**src/sv/psq_pkg.sv**
```systemverilog
// ----------------------------------------------------------------------------
// psq_pkg
// Types, field widths and codes of the process scheduler queue.
// ----------------------------------------------------------------------------
package psq_pkg;

    localparam int PID_W    = 22;
    localparam int WORK_W   = 16;
    localparam int STATUS_W = 2;
    localparam int WCOUNT_W = 7;
    localparam int SLICE_W  = 8;
    localparam int POLICY_W = 2;
    localparam int CFG_W    = 8;

    localparam int DEFAULT_QUEUE_DEPTH = 64;

    localparam logic [POLICY_W-1:0] POLICY_FCFS = 2'd0;
    localparam logic [POLICY_W-1:0] POLICY_SJF  = 2'd1;
    localparam logic [POLICY_W-1:0] POLICY_SRTF = 2'd2;
    localparam logic [POLICY_W-1:0] POLICY_RR   = 2'd3;

    localparam logic [STATUS_W-1:0] ST_WORKING  = 2'd0;
    localparam logic [STATUS_W-1:0] ST_FINISHED = 2'd1;
    localparam logic [STATUS_W-1:0] ST_EXPIRED  = 2'd2;
    localparam logic [STATUS_W-1:0] ST_DENIED   = 2'd3;

    localparam logic REG_POLICY = 1'b0;
    localparam logic REG_SLICE  = 1'b1;

    localparam logic [SLICE_W-1:0] SLICE_RESET = 8'd10;

endpackage

```
**src/sv/psq_req_if.sv**
```systemverilog
// ----------------------------------------------------------------------------
// psq_req_if
// Request channel: one run request per transaction.
// ----------------------------------------------------------------------------
interface psq_req_if;
    logic                       valid;
    logic                       ready;
    logic [psq_pkg::PID_W-1:0]  requester_pid;
    logic [psq_pkg::WORK_W-1:0] work_left;

    modport source (output valid, output requester_pid, output work_left, input ready);
    modport sink   (input valid, input requester_pid, input work_left, output ready);
endinterface

```
**src/sv/psq_res_if.sv**
```systemverilog
// ----------------------------------------------------------------------------
// psq_res_if
// Result channel: scheduler state after each request.
// ----------------------------------------------------------------------------
interface psq_res_if;
    logic                         valid;
    logic                         ready;
    logic [psq_pkg::STATUS_W-1:0] status;
    logic                         dropped;
    logic                         cpu_idle;
    logic [psq_pkg::PID_W-1:0]    running_pid;
    logic [psq_pkg::WCOUNT_W-1:0] waiting_count;

    modport source (output valid, output status, output dropped, output cpu_idle,
                    output running_pid, output waiting_count, input ready);
    modport sink   (input valid, input status, input dropped, input cpu_idle,
                    input running_pid, input waiting_count, output ready);
endinterface

```
**src/sv/psq_ram.sv**
```systemverilog
// ----------------------------------------------------------------------------
// psq_ram
// Generic single write port, single read port RAM with registered read.
// ----------------------------------------------------------------------------
module psq_ram #(
    parameter int WIDTH = 8,
    parameter int DEPTH = 64
) (
    input  logic                     clk,
    input  logic                     we,
    input  logic [$clog2(DEPTH)-1:0] wr_addr,
    input  logic [WIDTH-1:0]         wr_data,
    input  logic [$clog2(DEPTH)-1:0] rd_addr,
    output logic [WIDTH-1:0]         rd_data
);

    logic [WIDTH-1:0] mem [DEPTH];

    always_ff @(posedge clk)
    begin
        if (we)
        begin
            mem[wr_addr] <= wr_data;
        end
        rd_data <= mem[rd_addr];
    end

endmodule

```
**src/sv/process_scheduler_queue.sv**
```systemverilog
// A request for the running process passes S_EXEC1, S_EXEC2 and S_FIN; when the
// queue head is loaded as new holder, S_HEAD_RD and S_HEAD_WAIT come before S_FIN.
// A denied request first scans the queued entries in S_SRCH and S_SRCH_CMP, and
// under SJF/SRTF an insertion sort through the S_SORT_* states follows.
// One request at a time; ready only while idle, and a result not yet taken stalls it.
// Reset clears control state; queue RAM contents stay undefined, no clearing pass.
// ----------------------------------------------------------------------------
// process_scheduler_queue
// CPU scheduler with FCFS, SJF, SRTF and round robin policies over a wait
// queue held in a circular RAM, walked by a small sequencer.
// ----------------------------------------------------------------------------
module process_scheduler_queue #(
    parameter int QUEUE_DEPTH = psq_pkg::DEFAULT_QUEUE_DEPTH
) (
    input  logic                      clk,
    input  logic                      rst_n,
    input  logic                      cfg_we,
    input  logic                      cfg_index,
    input  logic [psq_pkg::CFG_W-1:0] cfg_data,
    psq_req_if.sink                   req,
    psq_res_if.source                 res
);

    localparam int AW = (QUEUE_DEPTH > 1) ? $clog2(QUEUE_DEPTH) : 1;
    localparam int CW = $clog2(QUEUE_DEPTH + 1);

    typedef enum logic [3:0] {
        S_IDLE, S_EXEC1, S_EXEC2, S_HEAD_RD, S_HEAD_WAIT, S_SRCH, S_SRCH_CMP,
        S_SORT_I, S_SORT_KEY, S_SORT_J, S_SORT_CMP, S_FIN
    } state_t;

    state_t                          state_reg, state_next;
    logic [psq_pkg::PID_W-1:0]       pid_reg, pid_next;
    logic [psq_pkg::WORK_W-1:0]      work_reg, work_next;
    logic [psq_pkg::STATUS_W-1:0]    status_reg, status_next;
    logic                            dropped_reg, dropped_next;
    logic [CW-1:0]                   count_reg, count_next;
    logic [AW-1:0]                   head_reg, head_next;
    logic [psq_pkg::PID_W-1:0]       holder_reg, holder_next;
    logic                            idle_reg, idle_next;
    logic [psq_pkg::SLICE_W-1:0]     slice_reg, slice_next;
    logic [psq_pkg::POLICY_W-1:0]    policy_reg, policy_next;
    logic [psq_pkg::SLICE_W-1:0]     slen_reg, slen_next;
    logic [CW-1:0]                   i_reg, i_next;
    logic [CW-1:0]                   j_reg, j_next;
    logic [psq_pkg::PID_W-1:0]       kpid_reg, kpid_next;
    logic [psq_pkg::WORK_W-1:0]      kwork_reg, kwork_next;
    logic                            pop_reg, pop_next;
    logic                            ovalid_reg, ovalid_next;
    logic [psq_pkg::STATUS_W-1:0]    ostatus_reg, ostatus_next;
    logic                            odropped_reg, odropped_next;
    logic                            oidle_reg, oidle_next;
    logic [psq_pkg::PID_W-1:0]       opid_reg, opid_next;
    logic [psq_pkg::WCOUNT_W-1:0]    ocount_reg, ocount_next;

    logic                            we_pid, we_work;
    logic [AW-1:0]                   wr_addr, rd_addr;
    logic [psq_pkg::PID_W-1:0]       wr_pid, rd_pid;
    logic [psq_pkg::WORK_W-1:0]      wr_work, rd_work;
    logic                            full;

    // logical queue position to RAM address
    function automatic logic [AW-1:0] phys(input logic [AW-1:0] head,
                                            input logic [CW-1:0] l);
        logic [AW:0] s;
        s = {1'b0, head} + (AW+1)'(l);
        if (s >= (AW+1)'(QUEUE_DEPTH))
        begin
            s = s - (AW+1)'(QUEUE_DEPTH);
        end
        return s[AW-1:0];
    endfunction

    assign full = (count_reg >= CW'(QUEUE_DEPTH));

    psq_ram #(.WIDTH(psq_pkg::PID_W), .DEPTH(QUEUE_DEPTH)) u_pid_ram (
        .clk(clk), .we(we_pid), .wr_addr(wr_addr), .wr_data(wr_pid),
        .rd_addr(rd_addr), .rd_data(rd_pid)
    );

    psq_ram #(.WIDTH(psq_pkg::WORK_W), .DEPTH(QUEUE_DEPTH)) u_work_ram (
        .clk(clk), .we(we_work), .wr_addr(wr_addr), .wr_data(wr_work),
        .rd_addr(rd_addr), .rd_data(rd_work)
    );

    always_comb
    begin
        state_next    = state_reg;
        pid_next      = pid_reg;
        work_next     = work_reg;
        status_next   = status_reg;
        dropped_next  = dropped_reg;
        count_next    = count_reg;
        head_next     = head_reg;
        holder_next   = holder_reg;
        idle_next     = idle_reg;
        slice_next    = slice_reg;
        policy_next   = policy_reg;
        slen_next     = slen_reg;
        i_next        = i_reg;
        j_next        = j_reg;
        kpid_next     = kpid_reg;
        kwork_next    = kwork_reg;
        pop_next      = pop_reg;
        ovalid_next   = ovalid_reg;
        ostatus_next  = ostatus_reg;
        odropped_next = odropped_reg;
        oidle_next    = oidle_reg;
        opid_next     = opid_reg;
        ocount_next   = ocount_reg;
        we_pid        = 1'b0;
        we_work       = 1'b0;
        wr_addr       = phys(head_reg, count_reg);
        wr_pid        = pid_reg;
        wr_work       = work_reg;
        rd_addr       = head_reg;

        if (cfg_we)
        begin
            if (cfg_index == psq_pkg::REG_POLICY)
            begin
                policy_next = cfg_data[psq_pkg::POLICY_W-1:0];
            end
            else
            begin
                slen_next = cfg_data;
            end
        end

        if (ovalid_reg && res.ready)
        begin
            ovalid_next = 1'b0;
        end

        case (state_reg)
            S_IDLE:
            begin
                if (req.valid)
                begin
                    pid_next     = req.requester_pid;
                    work_next    = req.work_left;
                    dropped_next = 1'b0;
                    state_next   = S_EXEC1;
                end
            end

            S_EXEC1:
            begin
                if (idle_reg)
                begin
                    idle_next   = 1'b0;
                    holder_next = pid_reg;
                    if (policy_reg == psq_pkg::POLICY_SRTF)
                    begin
                        if (full)
                        begin
                            dropped_next = 1'b1;
                        end
                        else
                        begin
                            we_pid     = 1'b1;
                            we_work    = 1'b1;
                            count_next = count_reg + CW'(1);
                        end
                    end
                end
                state_next = S_EXEC2;
            end

            S_EXEC2:
            begin
                state_next = S_FIN;
                if (holder_reg == pid_reg)
                begin
                    if (work_reg == '0)
                    begin
                        status_next = psq_pkg::ST_FINISHED;
                        if (policy_reg == psq_pkg::POLICY_SRTF)
                        begin
                            // drop the head entry, new head runs but stays queued
                            if (count_reg <= CW'(1))
                            begin
                                count_next  = '0;
                                idle_next   = 1'b1;
                                holder_next = '0;
                                if (count_reg != '0)
                                begin
                                    head_next = phys(head_reg, CW'(1));
                                end
                            end
                            else
                            begin
                                count_next = count_reg - CW'(1);
                                head_next  = phys(head_reg, CW'(1));
                                pop_next   = 1'b0;
                                state_next = S_HEAD_RD;
                            end
                        end
                        else
                        begin
                            if (policy_reg == psq_pkg::POLICY_RR)
                            begin
                                slice_next = '0;
                            end
                            if (count_reg == '0)
                            begin
                                idle_next   = 1'b1;
                                holder_next = '0;
                            end
                            else
                            begin
                                pop_next   = 1'b1;
                                state_next = S_HEAD_RD;
                            end
                        end
                    end
                    else
                    begin
                        status_next = psq_pkg::ST_WORKING;
                        if (policy_reg == psq_pkg::POLICY_SRTF)
                        begin
                            we_work = 1'b1;
                            wr_addr = head_reg;
                        end
                        else if (policy_reg == psq_pkg::POLICY_RR)
                        begin
                            if (slice_reg == slen_reg)
                            begin
                                slice_next  = '0;
                                status_next = psq_pkg::ST_EXPIRED;
                                if (count_reg == '0)
                                begin
                                    idle_next   = 1'b1;
                                    holder_next = '0;
                                end
                                else
                                begin
                                    pop_next   = 1'b1;
                                    state_next = S_HEAD_RD;
                                end
                            end
                            else
                            begin
                                slice_next = slice_reg + 8'd1;
                            end
                        end
                    end
                end
                else
                begin
                    status_next = psq_pkg::ST_DENIED;
                    i_next      = '0;
                    state_next  = S_SRCH;
                end
            end

            S_HEAD_RD:
            begin
                state_next = S_HEAD_WAIT;
            end

            S_HEAD_WAIT:
            begin
                holder_next = rd_pid;
                if (pop_reg)
                begin
                    head_next  = phys(head_reg, CW'(1));
                    count_next = count_reg - CW'(1);
                end
                state_next = S_FIN;
            end

            S_SRCH:
            begin
                if (i_reg == count_reg)
                begin
                    // not queued: push at the tail
                    if (full)
                    begin
                        dropped_next = 1'b1;
                    end
                    else
                    begin
                        we_pid     = 1'b1;
                        we_work    = 1'b1;
                        count_next = count_reg + CW'(1);
                    end
                    if (policy_reg == psq_pkg::POLICY_SJF ||
                        policy_reg == psq_pkg::POLICY_SRTF)
                    begin
                        i_next     = CW'(1);
                        state_next = S_SORT_I;
                    end
                    else
                    begin
                        state_next = S_FIN;
                    end
                end
                else
                begin
                    rd_addr    = phys(head_reg, i_reg);
                    state_next = S_SRCH_CMP;
                end
            end

            S_SRCH_CMP:
            begin
                if (rd_pid == pid_reg)
                begin
                    state_next = S_FIN;
                end
                else
                begin
                    i_next     = i_reg + CW'(1);
                    state_next = S_SRCH;
                end
            end

            // stable insertion sort by work, one RAM access per cycle
            S_SORT_I:
            begin
                if (i_reg >= count_reg)
                begin
                    if (policy_reg == psq_pkg::POLICY_SRTF && count_reg != '0)
                    begin
                        pop_next   = 1'b0;
                        state_next = S_HEAD_RD;
                    end
                    else
                    begin
                        state_next = S_FIN;
                    end
                end
                else
                begin
                    rd_addr    = phys(head_reg, i_reg);
                    state_next = S_SORT_KEY;
                end
            end

            S_SORT_KEY:
            begin
                kpid_next  = rd_pid;
                kwork_next = rd_work;
                j_next     = i_reg;
                state_next = S_SORT_J;
            end

            S_SORT_J:
            begin
                if (j_reg == '0)
                begin
                    we_pid     = 1'b1;
                    we_work    = 1'b1;
                    wr_addr    = head_reg;
                    wr_pid     = kpid_reg;
                    wr_work    = kwork_reg;
                    i_next     = i_reg + CW'(1);
                    state_next = S_SORT_I;
                end
                else
                begin
                    rd_addr    = phys(head_reg, j_reg - CW'(1));
                    state_next = S_SORT_CMP;
                end
            end

            S_SORT_CMP:
            begin
                we_pid  = 1'b1;
                we_work = 1'b1;
                wr_addr = phys(head_reg, j_reg);
                if (rd_work > kwork_reg)
                begin
                    wr_pid     = rd_pid;
                    wr_work    = rd_work;
                    j_next     = j_reg - CW'(1);
                    state_next = S_SORT_J;
                end
                else
                begin
                    wr_pid     = kpid_reg;
                    wr_work    = kwork_reg;
                    i_next     = i_reg + CW'(1);
                    state_next = S_SORT_I;
                end
            end

            S_FIN:
            begin
                if (!ovalid_reg || res.ready)
                begin
                    ovalid_next   = 1'b1;
                    ostatus_next  = status_reg;
                    odropped_next = dropped_reg;
                    oidle_next    = idle_reg;
                    opid_next     = idle_reg ? '0 : holder_reg;
                    ocount_next   = psq_pkg::WCOUNT_W'(count_reg);
                    state_next    = S_IDLE;
                end
            end

            default:
            begin
                state_next = S_IDLE;
            end
        endcase
    end

    always_ff @(posedge clk or negedge rst_n)
    begin
        if (!rst_n)
        begin
            state_reg   <= S_IDLE;
            count_reg   <= '0;
            head_reg    <= '0;
            holder_reg  <= '0;
            idle_reg    <= 1'b1;
            slice_reg   <= '0;
            policy_reg  <= psq_pkg::POLICY_FCFS;
            slen_reg    <= psq_pkg::SLICE_RESET;
            ovalid_reg  <= 1'b0;
        end
        else
        begin
            state_reg   <= state_next;
            count_reg   <= count_next;
            head_reg    <= head_next;
            holder_reg  <= holder_next;
            idle_reg    <= idle_next;
            slice_reg   <= slice_next;
            policy_reg  <= policy_next;
            slen_reg    <= slen_next;
            ovalid_reg  <= ovalid_next;
        end
    end

    always_ff @(posedge clk)
    begin
        pid_reg      <= pid_next;
        work_reg     <= work_next;
        status_reg   <= status_next;
        dropped_reg  <= dropped_next;
        i_reg        <= i_next;
        j_reg        <= j_next;
        kpid_reg     <= kpid_next;
        kwork_reg    <= kwork_next;
        pop_reg      <= pop_next;
        ostatus_reg  <= ostatus_next;
        odropped_reg <= odropped_next;
        oidle_reg    <= oidle_next;
        opid_reg     <= opid_next;
        ocount_reg   <= ocount_next;
    end

    assign req.ready         = (state_reg == S_IDLE);
    assign res.valid         = ovalid_reg;
    assign res.status        = ostatus_reg;
    assign res.dropped       = odropped_reg;
    assign res.cpu_idle      = oidle_reg;
    assign res.running_pid   = opid_reg;
    assign res.waiting_count = ocount_reg;

endmodule

```
**src/flat_wrapper.sv**
```systemverilog
// flat-port wrapper written by rule: the top's interface ports become plain ports
module process_scheduler_queue_flat 
#(
    parameter int QUEUE_DEPTH = psq_pkg::DEFAULT_QUEUE_DEPTH
)
  (clk, rst_n, cfg_we, cfg_index, cfg_data, req_valid, req_requester_pid, req_work_left, req_ready, res_valid, res_status, res_dropped, res_cpu_idle, res_running_pid, res_waiting_count, res_ready);
  psq_req_if req_i ();
  psq_res_if res_i ();
  input  logic clk;
  input  logic rst_n;
  input  logic cfg_we;
  input  logic cfg_index;
  input  logic [psq_pkg::CFG_W-1:0] cfg_data;
  input wire logic [$bits(req_i.valid)-1:0] req_valid;
  input wire logic [$bits(req_i.requester_pid)-1:0] req_requester_pid;
  input wire logic [$bits(req_i.work_left)-1:0] req_work_left;
  output wire logic [$bits(req_i.ready)-1:0] req_ready;
  output wire logic [$bits(res_i.valid)-1:0] res_valid;
  output wire logic [$bits(res_i.status)-1:0] res_status;
  output wire logic [$bits(res_i.dropped)-1:0] res_dropped;
  output wire logic [$bits(res_i.cpu_idle)-1:0] res_cpu_idle;
  output wire logic [$bits(res_i.running_pid)-1:0] res_running_pid;
  output wire logic [$bits(res_i.waiting_count)-1:0] res_waiting_count;
  input wire logic [$bits(res_i.ready)-1:0] res_ready;
  assign req_i.valid = req_valid;
  assign req_i.requester_pid = req_requester_pid;
  assign req_i.work_left = req_work_left;
  assign req_ready = req_i.ready;
  assign res_valid = res_i.valid;
  assign res_status = res_i.status;
  assign res_dropped = res_i.dropped;
  assign res_cpu_idle = res_i.cpu_idle;
  assign res_running_pid = res_i.running_pid;
  assign res_waiting_count = res_i.waiting_count;
  assign res_i.ready = res_ready;
  process_scheduler_queue #(.QUEUE_DEPTH(QUEUE_DEPTH)) u_core (.clk(clk), .rst_n(rst_n), .cfg_we(cfg_we), .cfg_index(cfg_index), .cfg_data(cfg_data), .req(req_i), .res(res_i));
endmodule
```
**config.mk**
```make
export PLATFORM = sky130hd
export DESIGN_NAME = process_scheduler_queue_flat
export DESIGN_NICKNAME = d
export VERILOG_FILES = /design/src/sv/psq_pkg.sv /design/src/sv/psq_req_if.sv /design/src/sv/psq_res_if.sv /design/src/sv/psq_ram.sv /design/src/sv/process_scheduler_queue.sv /design/src/flat_wrapper.sv
export SDC_FILE = /design/constraint.sdc
export NUM_CORES = 2
export LEC_CHECK = 0
export BUFFER_PORTS_ARGS = -buffer_cell sky130_fd_sc_hd__buf_2
export CAP_MARGIN = 20
export CORE_MARGIN = 2
export CORE_UTILIZATION = 45
export CTS_CLUSTER_DIAMETER = 100
export DETAILED_ROUTE_END_ITERATION = 8
export HOLD_SLACK_MARGIN = 0.03
export PLACE_DENSITY_LB_ADDON = 0.2
export SYNTH_ARGS = -nofsm -noshare
export SYNTH_HDL_FRONTEND = slang
export SYNTH_SLANG_ARGS = --single-unit
```
**constraint.sdc**
```tcl
create_clock -name clk -period 11.4 [get_ports clk]
set_input_delay 0.57 -clock clk [delete_from_list [all_inputs] [get_ports clk]]
set_output_delay 0.57 -clock clk [all_outputs]
set_load 0.01 [all_outputs]
```
# Word-level counts from Yosys, hierarchy flattened
# Memories as Yosys holds them, arrays and structs flattened. A register that Yosys moved wholly into a read port is not among the register bits.
# Index checks and enable logic that the tools add are counted.
# classes
addsub	15
bitwise_logic	3
reduce_logical	33
n_lt_le_gt_ge	9
n_eq_ne	41
mux	127
# op_table
cell	count
$mux 22	11
$mux 7	16
$mux 6	18
$mux 4	17
$pmux 22 s3	1
$mux 8	6
$pmux 4 s12	1
$eq 22x22->1	2
$pmux 22 s2	1
$ge 7x7->1 const B	6
$mux 1	38
$pmux 6 s3	2
$pmux 7 s5	1
$mux 16	2
$pmux 16 s2	1
$sub 6x1->6 const B	5
$add 6x7->7	4
$pmux 7 s4	1
$ne 2x1->1 const B	13
$eq 4x3->1 const B	4
$eq 4x4->1 const B	4
$gt 16x16->1	1
$logic_not 16->1	1
$reduce_and 8->1	2
other kinds (40)	70
# word_totals
reg_bits	186
memories	2
output_inout_bits	35
ramBits	2432
# memory_table
name	depth	width	rd	rd_clocked_by_memory_dff	wr	line_no	rtl
u_core.u_pid_ram.mem	64	22	1	1	1	psq_ram.sv:17	logic [WIDTH-1:0] mem [DEPTH];
u_core.u_work_ram.mem	64	16	1	1	1	psq_ram.sv:17	

# Longest topological paths before layout
# depth
depth_word	9
depth_mapped	19

# Modules after synthesis
# From an unflattened synthesis, not the netlist that was laid out.
# unflattened
cells_unflattened	5187
area_unflattened_um2	105162.1
# modules_own_cells
module	n_inst	area_each_um2	cells_per_inst	seq_area_each_um2
psq_ram at u_core.u_pid_ram	1	54496.0	2410	42721.0
psq_ram at u_core.u_work_ram	1	39978.3	1820	31069.8
process_scheduler_queue	1	10687.8	957	5293.8

# Worst setup path before layout
# OpenSTA, ideal clock, no wires.
# synth_timing
path_type	register -> register
startpoint	register u_core.state_reg[0]
endpoint	register u_core.j_reg[0], enable pin
t_arrival_ps	3998
slack_ps	7088
path_stages_with_launch	5
t_required_ps	11086
n_path_buf	2
setup_ps	314
cell_sequence	dfrtp_1 -> clkbuf_1 -> clkbuf_1 -> nor3_1 -> or2_2
# synth_between
elab_chain_cells	3
# synth_rtl
element	line_no	rtl
start: declaration	process_scheduler_queue.sv:32	state_t state_reg, state_next;
start signal: assignment	process_scheduler_queue.sv:426	state_reg <= state_next;
$eq 4x4->1	process_scheduler_queue.sv:135	case (state_reg)
$ne 2x1->1 (no source line) / $reduce_bool 2->1 (equally long branches)	--	
$reduce_and 2->1 (no source line) (*)	--	
end signal: assignment	process_scheduler_queue.sv:445	j_reg <= j_next;
end: declaration	process_scheduler_queue.sv:45	logic [CW-1:0] j_reg, j_next;
# Every way passes the cells marked *; elsewhere a longest branch is shown, timed or not.
# A chain may end at the register's enable or synchronous reset.

# Final worst setup path
# layout_timing
startpoint	register u_core.count_reg[1]
endpoint	register u_core.u_work_ram.rd_data[3] (read register of u_core.u_work_ram.mem)
# layout_between
elab_chain_cells	3
# layout_rtl
element	line_no	rtl
start: declaration	process_scheduler_queue.sv:37	logic [CW-1:0] count_reg, count_next;
start signal: assignment	process_scheduler_queue.sv:427	count_reg <= count_next;
$ge 7x7->1 / $eq 7x7->1 (equally long branches)	process_scheduler_queue.sv:322, process_scheduler_queue.sv:275	
$mux 6 (on tied branches)	process_scheduler_queue.sv:322, process_scheduler_queue.sv:275	
$pmux 6 s3 (*)	process_scheduler_queue.sv:135	
end: declaration	psq_ram.sv:14	output logic [WIDTH-1:0] rd_data
# Marks and branches as above.

==> qor.csv <==
stage;metric;value;unit
synthesis;Unique masters post-synth;90;
synthesis;top post-synthesis cells by area;edfxtp_1, mux4_2, mux2i_1;
cells_and_area;Sequential Area;0.07908;sq mm
synthesis;asr flop ratio synth;2.221;%
sta;setup tns final;0;ps
cells_and_area;Syn-to-layout area delta;13.22;%
drt;initial drt markers;8044;
worst_setup_path;Setup CP Type;flop to flop;
clocking;CTS clk-pin slew, worst paths;60;ps
worst_hold_path;class of the worst hold path;primary input to flop;
worst_setup_path;startpoint types;flop;
placement;port bufs;86;
sta;clk_skew;45.44;ps
global_routing;largest net degree at the start of global routing;131;
placement;HPWL Detailed;177.7;mm
floorplanning;Die Span Y;487.4;um
floorplanning;Core ar.;0.2325;sq mm
worst_hold_path;hold path depth;3;
worst_setup_path;r2r setup slk;4730;ps
clocking;Resized Gates After CTS;0;
sta;Tcrit/Tclk final;58.48;%
clocking;post-CTS setup repair buffer count;0;
cells_and_area;non-filler cells, final;10020;
global_routing;grt met2 use;39.02;%
worst_setup_path;Worst path most repeated cell;buf_4;
synthesis;Post-Syn Instances;6467;
worst_setup_path;r2r worst-path depth;15;
worst_setup_path;Critical Path RT;12210;ps
drt;DRT antenna net count;0;
worst_setup_path;Top delay family on crit path;simple AND/OR/NAND/NOR gates;
cells_and_area;most flop-heavy register;u_core.u_pid_ram.mem;
clocking;CTS tree;yes;
clocking;H-tree depth;5;
worst_setup_path;Cell Chain, Critical Path;inv_1 > ha_1 > nand3_1 > or2_1 > nor2b_1 > or2_0 > a221oi_4 > buf_4 > nand3_4 > buf_4 > buf_4 > o22ai_1 > nor4_1 > a21oi_1 > or4_1;
synthesis;share of the yosys chip area belonging to registers;75.21;%
clocking;Inserted Clock Buffers;288;
synthesis;Most used DFF post-synth;edfxtp_1;
drt;vias after detailed routing;60770;
drt;via-per-instance ratio;6.063;
drt;final wirelength;305.0;mm
sta;WHS;140.0;ps
sta;Fin. Hold Viols;0;
synthesis;share of the synthesized area in the top cell type;73.08;%
pwr;Peak VDD IR;617.0;uV
cells_and_area;Layout fillers;18880;
pwr;total power;0.03298;W
run;MaxCap Viol Count;0;
global_routing;vias in the first global route;58510;
global_routing;GRT Overall Usage;25.36;%
cells_and_area;max reg flops;1408;
sta;Rel. slew slack;21.58;%
placement;post-placement cell count;9473;
sta;final setup fails;0;
floorplanning;die area;0.2375;sq mm
drt;DR WL/cell;30.43;um
cells_and_area;largest registers;u_core.u_pid_ram.mem x1408, u_core.u_work_ram.mem x1024;
worst_setup_path;Max stage delay on crit path;700;ps
floorplanning;io pins;87;
synthesis;Syn Area/Cell;16.26;sq um
worst_setup_path;Levels on crit path;15;
synthesis;post-synth net total;6577;
synthesis;warnings from Yosys;0;
drt;Initial DRT Pass Iterations;5;
floorplanning;Die W;487.4;um
drt;DRC violations left;0;
placement;Final Wtd Congestion;0.8710;
cells_and_area;share of cells above drive strength 1;15.58;%
pwr;Leakage;39.36;nW
worst_setup_path;Worst setup EP type;flop;
floorplanning;num rows;177;
sta;Fmax achieved;150.0;MHz
worst_setup_path;Worst Path Max Fanout;39;
clocking;Clock Tree Buf Depth;4;
synthesis;synthesized flop and latch total;2656;
cells_and_area;multi-input logic area;0.02435;sq mm
global_routing;GRT met3 Usage;4.980;%
clocking;Root Driver;clkbuf_16;
worst_setup_path;worst path bufs/invs;4;
global_routing;M1 GR Usage;36.66;%
global_routing;gr ovfl total;0;
sta;Tmin final;6667;ps
global_routing;first-pass GRT wire length;431.3;mm
global_routing;layer with the highest usage;met2;
sta;Slew @ Worst Pin;1176;ps
synthesis;synthesized area;0.1051;sq mm
sta;final slew viol count;0;
worst_setup_path;Slowest-stage cell, CP;buf_4;
clocking;clk_lat worst skew;950;ps
worst_setup_path;Worst Path Arrival;7470;ps
pwr;PD cells;277.0;mW/mm^2
synthesis;synth cell count leaders;edfxtp_1, nand2_1, a21oi_1;
sta;RSZ-0062 raised after global routing;no;
clocking;clock sink count;2656;
global_routing;initial antenna violation count;18;
floorplanning;Initial Utilization;45.22;%
run_status;outcome;finished clean;
synthesis;EDFF count, synth;2559;
cells_and_area;# nets final;6886;
synthesis;top-count cell post-synth;edfxtp_1;
synthesis;post-synth top area cell;edfxtp_1;
[metal layers]
metal | vias to the layer above | share of wire, %
met5 | - | 0.0075
met4 | 4 | 2.9
met3 | 483 | 9.4
met2 | 2973 | 46
met1 | 31490 | 42
li1 | 25820 | -
[kinds of logic after synthesis]
kind of cell	count (synthesis)	synth area share [%]
adders and majority gates	58	0.7187
AOI/OAI and AO/OA	1095	6.358
and+or+nand+nor	1561	6.578
xor gates and xnor gates	80	0.6735
DFF	2656	75.21
buffers and inverters	402	2.023
muxes	615	8.438
[worst paths after layout]
| path | from | endpoint |
|---|---|---|
| min in group asynchronous | rst_n | u_core.slen_reg[7]$_DFFE_PN0P_ |
| worst min register to register | u_core.u_work_ram.rd_data[4]$_DFF_P_ | u_core.kwork_reg[4]$_DFFE_PP_ |
| max in group asynchronous | rst_n | u_core.head_reg[5]$_DFFE_PN0P_ |
| worst max-delay path | u_core.count_reg[1]$_DFFE_PN0P_ | u_core.u_work_ram.rd_data[3]$_DFF_P_ |
| worst max register to register | u_core.count_reg[1]$_DFFE_PN0P_ | u_core.u_work_ram.rd_data[3]$_DFF_P_ |
| worst min-delay path | cfg_we | u_core.policy_reg[0]$_DFFE_PN0P_ |
[stage by stage]
step / cell area [sq um] / utilization [%] / setup slack (ps)
floorplan: 105200 / - / 7088
global placement: 109700 / 47.17 / 4848
detailed placement: 109800 / 47.21 / 4813
CTS: 118900 / 51.13 / 4764
global route: 119000 / 51.19 / 4392
finish: 119100 / 51.20 / 4733
[tightest hold or removal path: stages]
cell and delay (ps):
buf_2 100, nor2b_1 140, mux2_2 210
[cell usage in the layout, fill, tap and decap left out, drive strengths merged, types with 13 or more instances in the layout]
cell type    instances
nor2b               36
a22o                66
dfxtp               38
or4                 32
o21ai               56
bufinv              13
nand2b              18
nand3               57
clkbuf             382
ha                  54
inv                 46
clkinv              75
mux4               214
dfrtp               56
a221o               41
nor4               131
o22ai              197
buf                330
nand2              949
and3                54
dlygate4sd3         50
a31oi               23
nand4               25
edfxtp            2559
nor3                22
nor2               207
mux2i              388
xor2                21
a21oi              578
a22oi               27
xnor2               59
mux2                13
[timing repair]
| action | in CTS | in global routing |
|---|---|---|
| endpoints found under the setup margin | 0 | 0 |
| endpoints found under the hold margin | 105 | 0 |
| hold buffers | 50 | 0 |
[where the power goes]
group / total (W) / switching (W) / internal [W]
Combinational: 0.0122 / 0.00817 / 0.00401
Clock: 0.00874 / 0.00368 / 0.00506
Sequential: 0.0121 / 0.000487 / 0.0116
Total: 0.0330 / 0.0123 / 0.0207
[layout make-up]
type	count	share of cell area, %
Timing Repair Buffer	380	2.529
Antenna cell	7	0.01471
Multi-Input combinational cell	3409	20.45
Clock inverter	104	0.7241
Inverter	41	0.1293
Tap cell	3043	3.198
Clock buffer	382	6.523
Sequential cell	2656	66.43
Power figures use the tool's default switching activity.
